===== src/hdl/ifbrm_pkg.sv =====
`timescale 1ns / 1ps
// ---------------------------------------------------------------------------
// ifbrm_pkg: shared types and constants of the flow byte-rate meter.
// Holds the channel item types, the controller states and the command and
// status groups that join the controller and the datapath.
// ---------------------------------------------------------------------------
package ifbrm_pkg;

   localparam int FLOWS_DEF          = 16;
   localparam int ADDRS_PER_FLOW_DEF = 16;

   localparam int          COUNT_W       = 48;
   localparam int          RATE_W        = 51;
   localparam int          RESULT_LIMIT  = 16;
   localparam logic [15:0] TYPE_VLAN     = 16'h8100;
   localparam logic [15:0] TYPE_IPV4     = 16'h0800;
   localparam logic [5:0]  POS_MAX       = 6'd63;

   localparam logic [1:0] ACT_BYTE = 2'd0;
   localparam logic [1:0] ACT_LOAD = 2'd1;
   localparam logic [1:0] ACT_TICK = 2'd2;

   localparam logic [1:0] CSR_ACTIVE_FLOWS = 2'd0;
   localparam logic [1:0] CSR_PERIOD       = 2'd1;

   typedef struct packed {
      logic [1:0]  action;
      logic [7:0]  data_byte;
      logic        byte_last;
      logic [15:0] packet_length;
      logic [3:0]  entry_flow;
      logic [3:0]  entry_slot;
      logic [31:0] entry_address;
      logic        entry_valid;
   } req_type;

   typedef struct packed {
      logic [3:0]        flow_index;
      logic [RATE_W-1:0] bits_per_second;
      logic              report_last;
   } rsp_type;

   typedef enum logic [3:0] {
      ST_CLEAR,
      ST_IDLE,
      ST_SRCH_RD,
      ST_SRCH_CMP,
      ST_ADD_WR,
      ST_RPT_RD,
      ST_RPT_LD,
      ST_DIV,
      ST_OUT
   } state_type;

   typedef struct packed {
      logic clr_step;
      logic accept;
      logic srch_rd;
      logic cnt_rd;
      logic srch_next;
      logic add_wr;
      logic rpt_rd;
      logic rpt_load;
      logic div_step;
      logic rpt_next;
   } cmd_type;

   typedef struct packed {
      logic clr_done;
      logic frame_hit;
      logic tick_go;
      logic match;
      logic srch_last;
      logic div_done;
      logic rpt_last;
   } sts_type;

endpackage


===== src/hdl/ifbrm_ctrl.sv =====
`timescale 1ns / 1ps
// ---------------------------------------------------------------------------
// ifbrm_ctrl: controller of the flow byte-rate meter.
// Sequences the clearing pass, the table search, the counter update and the
// per-flow report with its divider.
// ---------------------------------------------------------------------------
module ifbrm_ctrl (
   input  logic              clock,
   input  logic              reset,
   input  logic              req_valid,
   input  logic              rsp_stall,
   input  ifbrm_pkg::sts_type sts,
   output ifbrm_pkg::cmd_type cmd,
   output logic              rsp_valid
);
   import ifbrm_pkg::*;

   state_type state_ff, state_in;

   // State register.
   always_ff @(posedge clock) begin
      if (reset) begin
         state_ff <= ST_CLEAR;
      end else begin
         state_ff <= state_in;
      end
   end

   // Next state.
   always_comb begin
      state_in = state_ff;
      case (state_ff)
         ST_CLEAR: begin
            if (sts.clr_done) state_in = ST_IDLE;
         end
         ST_IDLE: begin
            if (req_valid && sts.frame_hit) state_in = ST_SRCH_RD;
            else if (req_valid && sts.tick_go) state_in = ST_RPT_RD;
         end
         ST_SRCH_RD: state_in = ST_SRCH_CMP;
         ST_SRCH_CMP: begin
            if (sts.match) state_in = ST_ADD_WR;
            else if (sts.srch_last) state_in = ST_IDLE;
            else state_in = ST_SRCH_RD;
         end
         ST_ADD_WR: state_in = ST_IDLE;
         ST_RPT_RD: state_in = ST_RPT_LD;
         ST_RPT_LD: state_in = ST_DIV;
         ST_DIV: begin
            if (sts.div_done) state_in = ST_OUT;
         end
         ST_OUT: begin
            if (!rsp_stall) state_in = sts.rpt_last ? ST_IDLE : ST_RPT_RD;
         end
         default: state_in = ST_CLEAR;
      endcase
   end

   // Command outputs.
   always_comb begin
      cmd       = '0;
      rsp_valid = 1'b0;
      case (state_ff)
         ST_CLEAR:    cmd.clr_step = 1'b1;
         ST_IDLE:     cmd.accept = 1'b1;
         ST_SRCH_RD:  cmd.srch_rd = 1'b1;
         ST_SRCH_CMP: begin
            cmd.cnt_rd    = 1'b1;
            cmd.srch_next = !sts.match;
         end
         ST_ADD_WR:   cmd.add_wr = 1'b1;
         ST_RPT_RD:   cmd.rpt_rd = 1'b1;
         ST_RPT_LD:   cmd.rpt_load = 1'b1;
         ST_DIV:      cmd.div_step = 1'b1;
         ST_OUT: begin
            rsp_valid    = 1'b1;
            cmd.rpt_next = !rsp_stall;
         end
         default: cmd = '0;
      endcase
   end

endmodule


===== config.mk =====
export PLATFORM = sky130hd
export DESIGN_NAME = ifbrm_ctrl
export DESIGN_NICKNAME = d
export VERILOG_FILES = /design/src/hdl/ifbrm_pkg.sv /design/src/hdl/ifbrm_ctrl.sv
export SDC_FILE = /design/constraint.sdc
export NUM_CORES = 1
export LEC_CHECK = 0
export ABC_CLOCK_PERIOD_IN_PS = 1650
export BUFFER_PORTS_ARGS = -buffer_cell sky130_fd_sc_hd__buf_2
export CAP_MARGIN = 20
export CORE_AREA = 2 2 39 41
export DETAILED_ROUTE_END_ITERATION = 10
export DIE_AREA = 0 0 41 43
export GPL_TIMING_DRIVEN = 0
export RECOVER_POWER = 100
export SLEW_MARGIN = 30
export SYNTH_ARGS = -nofsm -noshare
export SYNTH_HDL_FRONTEND = slang
export SYNTH_SLANG_ARGS = --single-unit

===== constraint.sdc =====
create_clock -name clock -period 1.65 [get_ports clock]
set_input_delay 0.33 -clock clock [delete_from_list [all_inputs] [get_ports clock]]
set_output_delay 0.33 -clock clock [all_outputs]
set_load 0.03 [all_outputs]

==> metrics.txt, run 1 <==
IO Count 22; worst-case clock skew 0.1475 ps; DRT iter0 DRCs 8; Sw Pwr 672.8 µW; Synth top area share 18.66%; cell taking the most area after synthesis dfxtp_1; CTS Sinks 4; Routability Congestion 0.7520; Area contributors post-synth dfxtp_1, nor4b_2, a21oi_1, nand2_1, nor3_1; VDD IR max 0.5487 mV; Simple-Gate Fraction of Synth Area 44.02%; Int Pwr 677.8 µW; combinational family with the most area after synthesis simple AND/OR/NAND/NOR gates; # hold bufs at CTS 0; Maximum Capacitance Violations 0; Multi-input gate area 351.6 µm²; Comb pwr share 74.5%; Net Sw Frac 49.82%; Adder-Cell Fraction of Synth Area 0%; number of antenna violations at the first check in global routing 0; chip height 43 µm; fraction of synthesized area in multiplexers 0%; number of flip-flops in the largest register 4; core area 1384 µm²; unique cell type count in the Yosys netlist 30; vias in the first global route 428; first-pass GRT wire length 1.849 mm; met3 usage 1.571%; Overflow after GRT 0; Synthesized Nets 69; pre-CTS setup slack -57.46 ps; Clock Pin Slew Worst Setup and Hold Paths 40 ps; synthesized flop and latch total 4; Async SR Flop Fraction 0%; # diodes 0; later-pin clock latency in the skew report 230 ps; run status finished, final reports clean; via count 532; Tmin final 1592 ps; RSZ-0062 raised after global routing no; Largest regs state_ff x4; Reg power frac 16.6%; met1 usage in global routing 21.54%; crit-path max FO 9; Final Core Density 47.74%; GRT Util Overall 15.26%; Reg area 83.83 µm²; H-tree level count 1; root buf cell clkbuf_4; Clk pwr share 8.8%; Top reg by flops state_ff; worst setup margin 58.16 ps; max_slew headroom 76.03%; crit path DAT 1730 ps; Layout area overhead 53.94%; fin nets 96; vias per inst 5.374; Slew Limit Fails 0; DRC viols 0; ys flop type dfxtp_1; std cell rows 14; grt peak-use layer met2; final period utilization 96.48%; Num CTS Buffers 3; Yosys warning count 0; critical path class reg2reg; Netlist Area Pre-Place 429.2 µm²; Die X 41 µm; post-DP HPWL 885.2 µm; Syn Area/Cell 7.399 µm²; WL per Instance 12.24 µm; Synth Area in XOR/XNOR 0%; DRT Pass-1 Iters 4; Total Wirelength 1.212 mm; list of most frequent post-synthesis cells nand2_1, a21oi_1; Crit. End Element register; largest net degree at the start of global routing 11; Post-Synthesis Cells 58; Die ar. 1763 µm²; Fmax achieved 628.2 MHz; share of post-route cells with drive strength above 1 48.19%; number of synthesized flops with an enable pin 0; cell area power density 2044 nW/µm²; M2 GR Usage 22.81%; I/O Buffers 21; Slew @ Worst Pin 358.1 ps; Synth Area in Compound Gates 28.57%; Final Hold Viols 0; sequential fraction of the synthesis area 18.66%; Pleak 0.3104 nW; CTS tree done; Setup crit start kind register; most common cell in the synthesized netlist nand2_1; critical path required time 1790 ps; clk buf depth 2; final setup fails 0; HP Class in2reg; starting density of the core 31.01%; Routed Antenna Nets 0; Pwr Total 1.351 mW; Filler Cell Count 147
final timing paths:
kind / start / to / slack (ps) / cells after the start
worst min register to register: state_ff[1] / state_ff[1] / 710 / 3
worst max register to register: state_ff[0] / state_ff[0] / 60 / 5
worst max-delay path: state_ff[0] / state_ff[0] / 60 / 5
worst min-delay path: reset / state_ff[1] / 300 / 2
stage by stage:
step                cells  instance area (µm²)  TNS, ps  hold slack, ps
floorplan              58                457.9   -145.6           397.9
CTS                    98                640.6        0           295.4
global placement       95                583.1   -56.88           552.4
global route           99                660.6        0           300.0
finish                 99                660.6        0           304.8
detailed placement     95                583.1   -87.96           550.4
repair_timing:
action / in CTS / in global routing
buffers inserted: 0 / 1
setup endpoints to repair: 9 / 7
resized for setup: 15 / 11
pin swaps: 0 / 3
cloned: 0 / 0
layout by cell type, fill, tap and decap left out, types with 2 or more instances in the layout:
cell,count
nor2_1,4
nand4b_1,2
or2_0,2
nor4b_4,2
dfxtp_2,3
nand2_1,6
clkbuf_4,3
buf_2,12
buf_6,3
nand2b_1,3
nor3_1,3
clkbuf_2,5
inv_1,3
a21oi_1,5
buf_4,7
cell type report:
cell class / count / share of cell area [%]
repair buffers: 22 / 18.56
clock buffers: 3 / 3.409
plain buffers: 5 / 7.386
inverters: 3 / 1.705
multi-input cells: 46 / 53.22
flip-flops and latches: 4 / 12.69
well taps: 16 / 3.030
critical path: stages (launching register included):
cell and delay [ps]:
dfxtp_1 300, buf_6 130, or4_1 500, a21o_1 210, and2_4 150, a311oi_2 200
cell families after synthesis:
kind of cell	after synthesis
buf+inv	8
flops	4
simple gates	30
compound gates	16
power by group through the flow:
| stage | combinational [mW] | sequential (mW) | clock (mW) |
|---|---|---|---|
| 6_report | 1.01 | 0.225 | 0.119 |
| 3_5_place_dp | 0.900 | 0.215 | 0 |
| 2_1_floorplan | 0.721 | 0.201 | 0 |
| 4_1_cts | 0.985 | 0.222 | 0.124 |
| 5_1_grt | 1.09 | 0.228 | 0.131 |
| 3_3_place_gp | 0.901 | 0.217 | 0 |
metal layers:
metal,share of wire [%],vias to the layer above
met1,44,246
met3,5.9,2
met5,0,-
met2,48,17
met4,1.4,0
li1,-,267
No activity file was read; power rests on OpenSTA's default activity.
==> run 2, diff against run 1 <==
- SETUP_SLACK_MARGIN: default -> 0.5
==> metrics.txt, run 2 (synthesis results as in run 1) <==
post-DP HPWL 971.6 µm (was 885.2 µm); max_slew headroom 81.94% (was 76.03%); fin nets 107 (was 96); Fmax achieved 611.4 MHz (was 628.2 MHz); core area 1384 µm² (unchanged); chip height 43 µm (unchanged); GRT Util Overall 17.30% (was 15.26%); root buf cell clkbuf_4 (unchanged); CP Cell Sequence buf_6 -> nor4b_4 -> nor2b_4 -> buf_6 (was buf_6 -> or4_1 -> a21o_1 -> and2_4 -> a311oi_2); std cell rows 14 (unchanged); Int Pwr 978.1 µW (was 677.8 µW); Maximum Capacitance Violations 0 (unchanged); # diodes 0 (unchanged); critical path class reg2out (was reg2reg); IO Count 22 (unchanged); crit-path max FO 8 (was 9); RSZ-0062 raised after global routing yes (was no); Pleak 0.3816 nW (was 0.3104 nW); vias in the first global route 518 (was 428); Top reg by flops state_ff (unchanged); Filler Cell Count 111 (was 147); Routability Congestion 0.7314 (was 0.7520); CP max stage delay 310 ps (was 500 ps); Tmin final 1636 ps (was 1592 ps); R2R setup slack 70 ps (was 60 ps); crit path DAT 1310 ps (was 1730 ps); Die ar. 1763 µm² (unchanged); H-tree level count 1 (unchanged); share of post-route cells with drive strength above 1 64.89% (was 48.19%); Routed Antenna Nets 0 (unchanged); most common cell after layout, fill and taps aside buf_4 (was buf_2); Net Sw Frac 45.36% (was 49.82%); vias per inst 5.200 (was 5.374); I/O Buffers 21 (unchanged); Setup crit start kind register (unchanged); number of antenna violations at the first check in global routing 0 (unchanged); WL per Instance 12.81 µm (was 12.24 µm); Sw Pwr 811.9 µW (was 672.8 µW); final period utilization 99.12% (was 96.48%); run status finished, final reports clean (unchanged); Clock Pin Slew Worst Setup and Hold Paths 40 ps (about the same); Largest regs state_ff x4 (unchanged); # hold bufs at CTS 0 (unchanged); starting density of the core 31.01% (unchanged); CTS tree done (unchanged); Final Hold Viols 0 (unchanged); Layout area overhead 108.5% (was 53.94%); DRC viols 0 (unchanged); worst setup margin 14.44 ps (was 58.16 ps); largest net degree at the start of global routing 11 (unchanged); Total Wirelength 1.409 mm (was 1.212 mm); critical path required time 1320 ps (was 1790 ps); CTS Sinks 4 (unchanged); DRT Pass-1 Iters 4 (unchanged); first-pass GRT wire length 2.187 mm (was 1.849 mm); final setup fails 0 (unchanged); Num CTS Buffers 3 (unchanged); cell area power density 2001 nW/µm² (was 2044 nW/µm²); DRT iter0 DRCs 9 (was 8); via count 572 (was 532); Clk pwr share 6.8% (was 8.8%); most frequent cells in the layout buf_4, buf_2, buf_6 (was buf_2, buf_4, nand2_1); worst-case clock skew 1.486 ps (was 0.1475 ps); Comb pwr share 79.6% (was 74.5%); Die X 41 µm (unchanged); VDD IR max 0.9233 mV (was 0.5487 mV); critical path's most frequent cell buf_6; Reg power frac 13.6% (was 16.6%); Slowest-stage cell, CP nor4b_4 (was or4_1); Crit. End Element primary output (was register); HP Class in2reg (unchanged); worst hold slack 312.5 ps (was 304.8 ps); pre-CTS setup slack 47.41 ps (was -57.46 ps); Slew @ Worst Pin 269.7 ps (was 358.1 ps); later-pin clock latency in the skew report 230 ps (about the same); Slew Limit Fails 0 (unchanged); Overflow after GRT 0 (unchanged); clk buf depth 2 (unchanged); number of flip-flops in the largest register 4 (unchanged)
-- run 2: final timing paths --
check / end / cells past startpoint / from
setup / recovery: cmd[0] / 4 / state_ff[0]
setup reg to reg: state_ff[0] / 5 / state_ff[0]
hold reg to reg: state_ff[1] / 3 / state_ff[3]
hold / removal: state_ff[1] / 2 / reset
-- run 2: area by class of cell --
| cell class | count | area (µm²) | area share (%) |
|---|---|---|---|
| clock buffers | 3 | 22.52 | 2.517 |
| repair buffers | 33 | 251.5 | 28.11 |
| well taps | 16 | 20.02 | 2.238 |
| plain buffers | 5 | 77.57 | 8.671 |
| flip-flops and latches | 4 | 88.84 | 9.930 |
| multi-input cells | 46 | 422.9 | 47.27 |
| inverters | 3 | 11.26 | 1.259 |
-- run 2: worst max-delay path: cells and delay by family (launching register included) --
family                 cells  cell delay (ps)
DFF                        1              300
and+or+nand+nor            2              510
buffers and inverters      2              260
-- run 2: metrics by stage --
step           utilization, %  setup TNS (ps)  area (µm²)  cells  total power [mW]
6_report                64.65               0       894.6    110             1.790
5_1_grt                 64.65          -21.43       894.6    110             1.883
4_1_cts                 63.11          -1.534       873.3    108             1.741
3_5_place_dp            48.10               0       665.6     95             1.280
3_3_place_gp            48.10               0       665.6     95             1.273
2_1_floorplan               -               0       540.5     58             1.076
-- run 2: power groups by stage --
stage	Clock [mW]	Combinational, mW	Sequential [mW]
floorplan	0	0.867	0.209
global placement	0	1.05	0.224
detailed placement	0	1.05	0.226
CTS	0.121	1.37	0.244
global route	0.127	1.51	0.250
finish	0.121	1.43	0.244
-- run 2: what timing repair did --
| action | CTS | global route |
|---|---|---|
| resized for setup | 28 | 7 |
| endpoints found under the hold margin | 0 | 0 |
| setup endpoints to repair | 15 | 15 |
| setup buffers | 10 | 2 |
| pin swaps | 9 | 4 |
-- run 2: metal layers --
metal	track usage [%]	vias up	routed length, µm
li1	-	290	-
met1	26.54	269	619
met2	26.25	13	749
met3	0	0	40
met4	4.000	0	0
met5	0	-	0
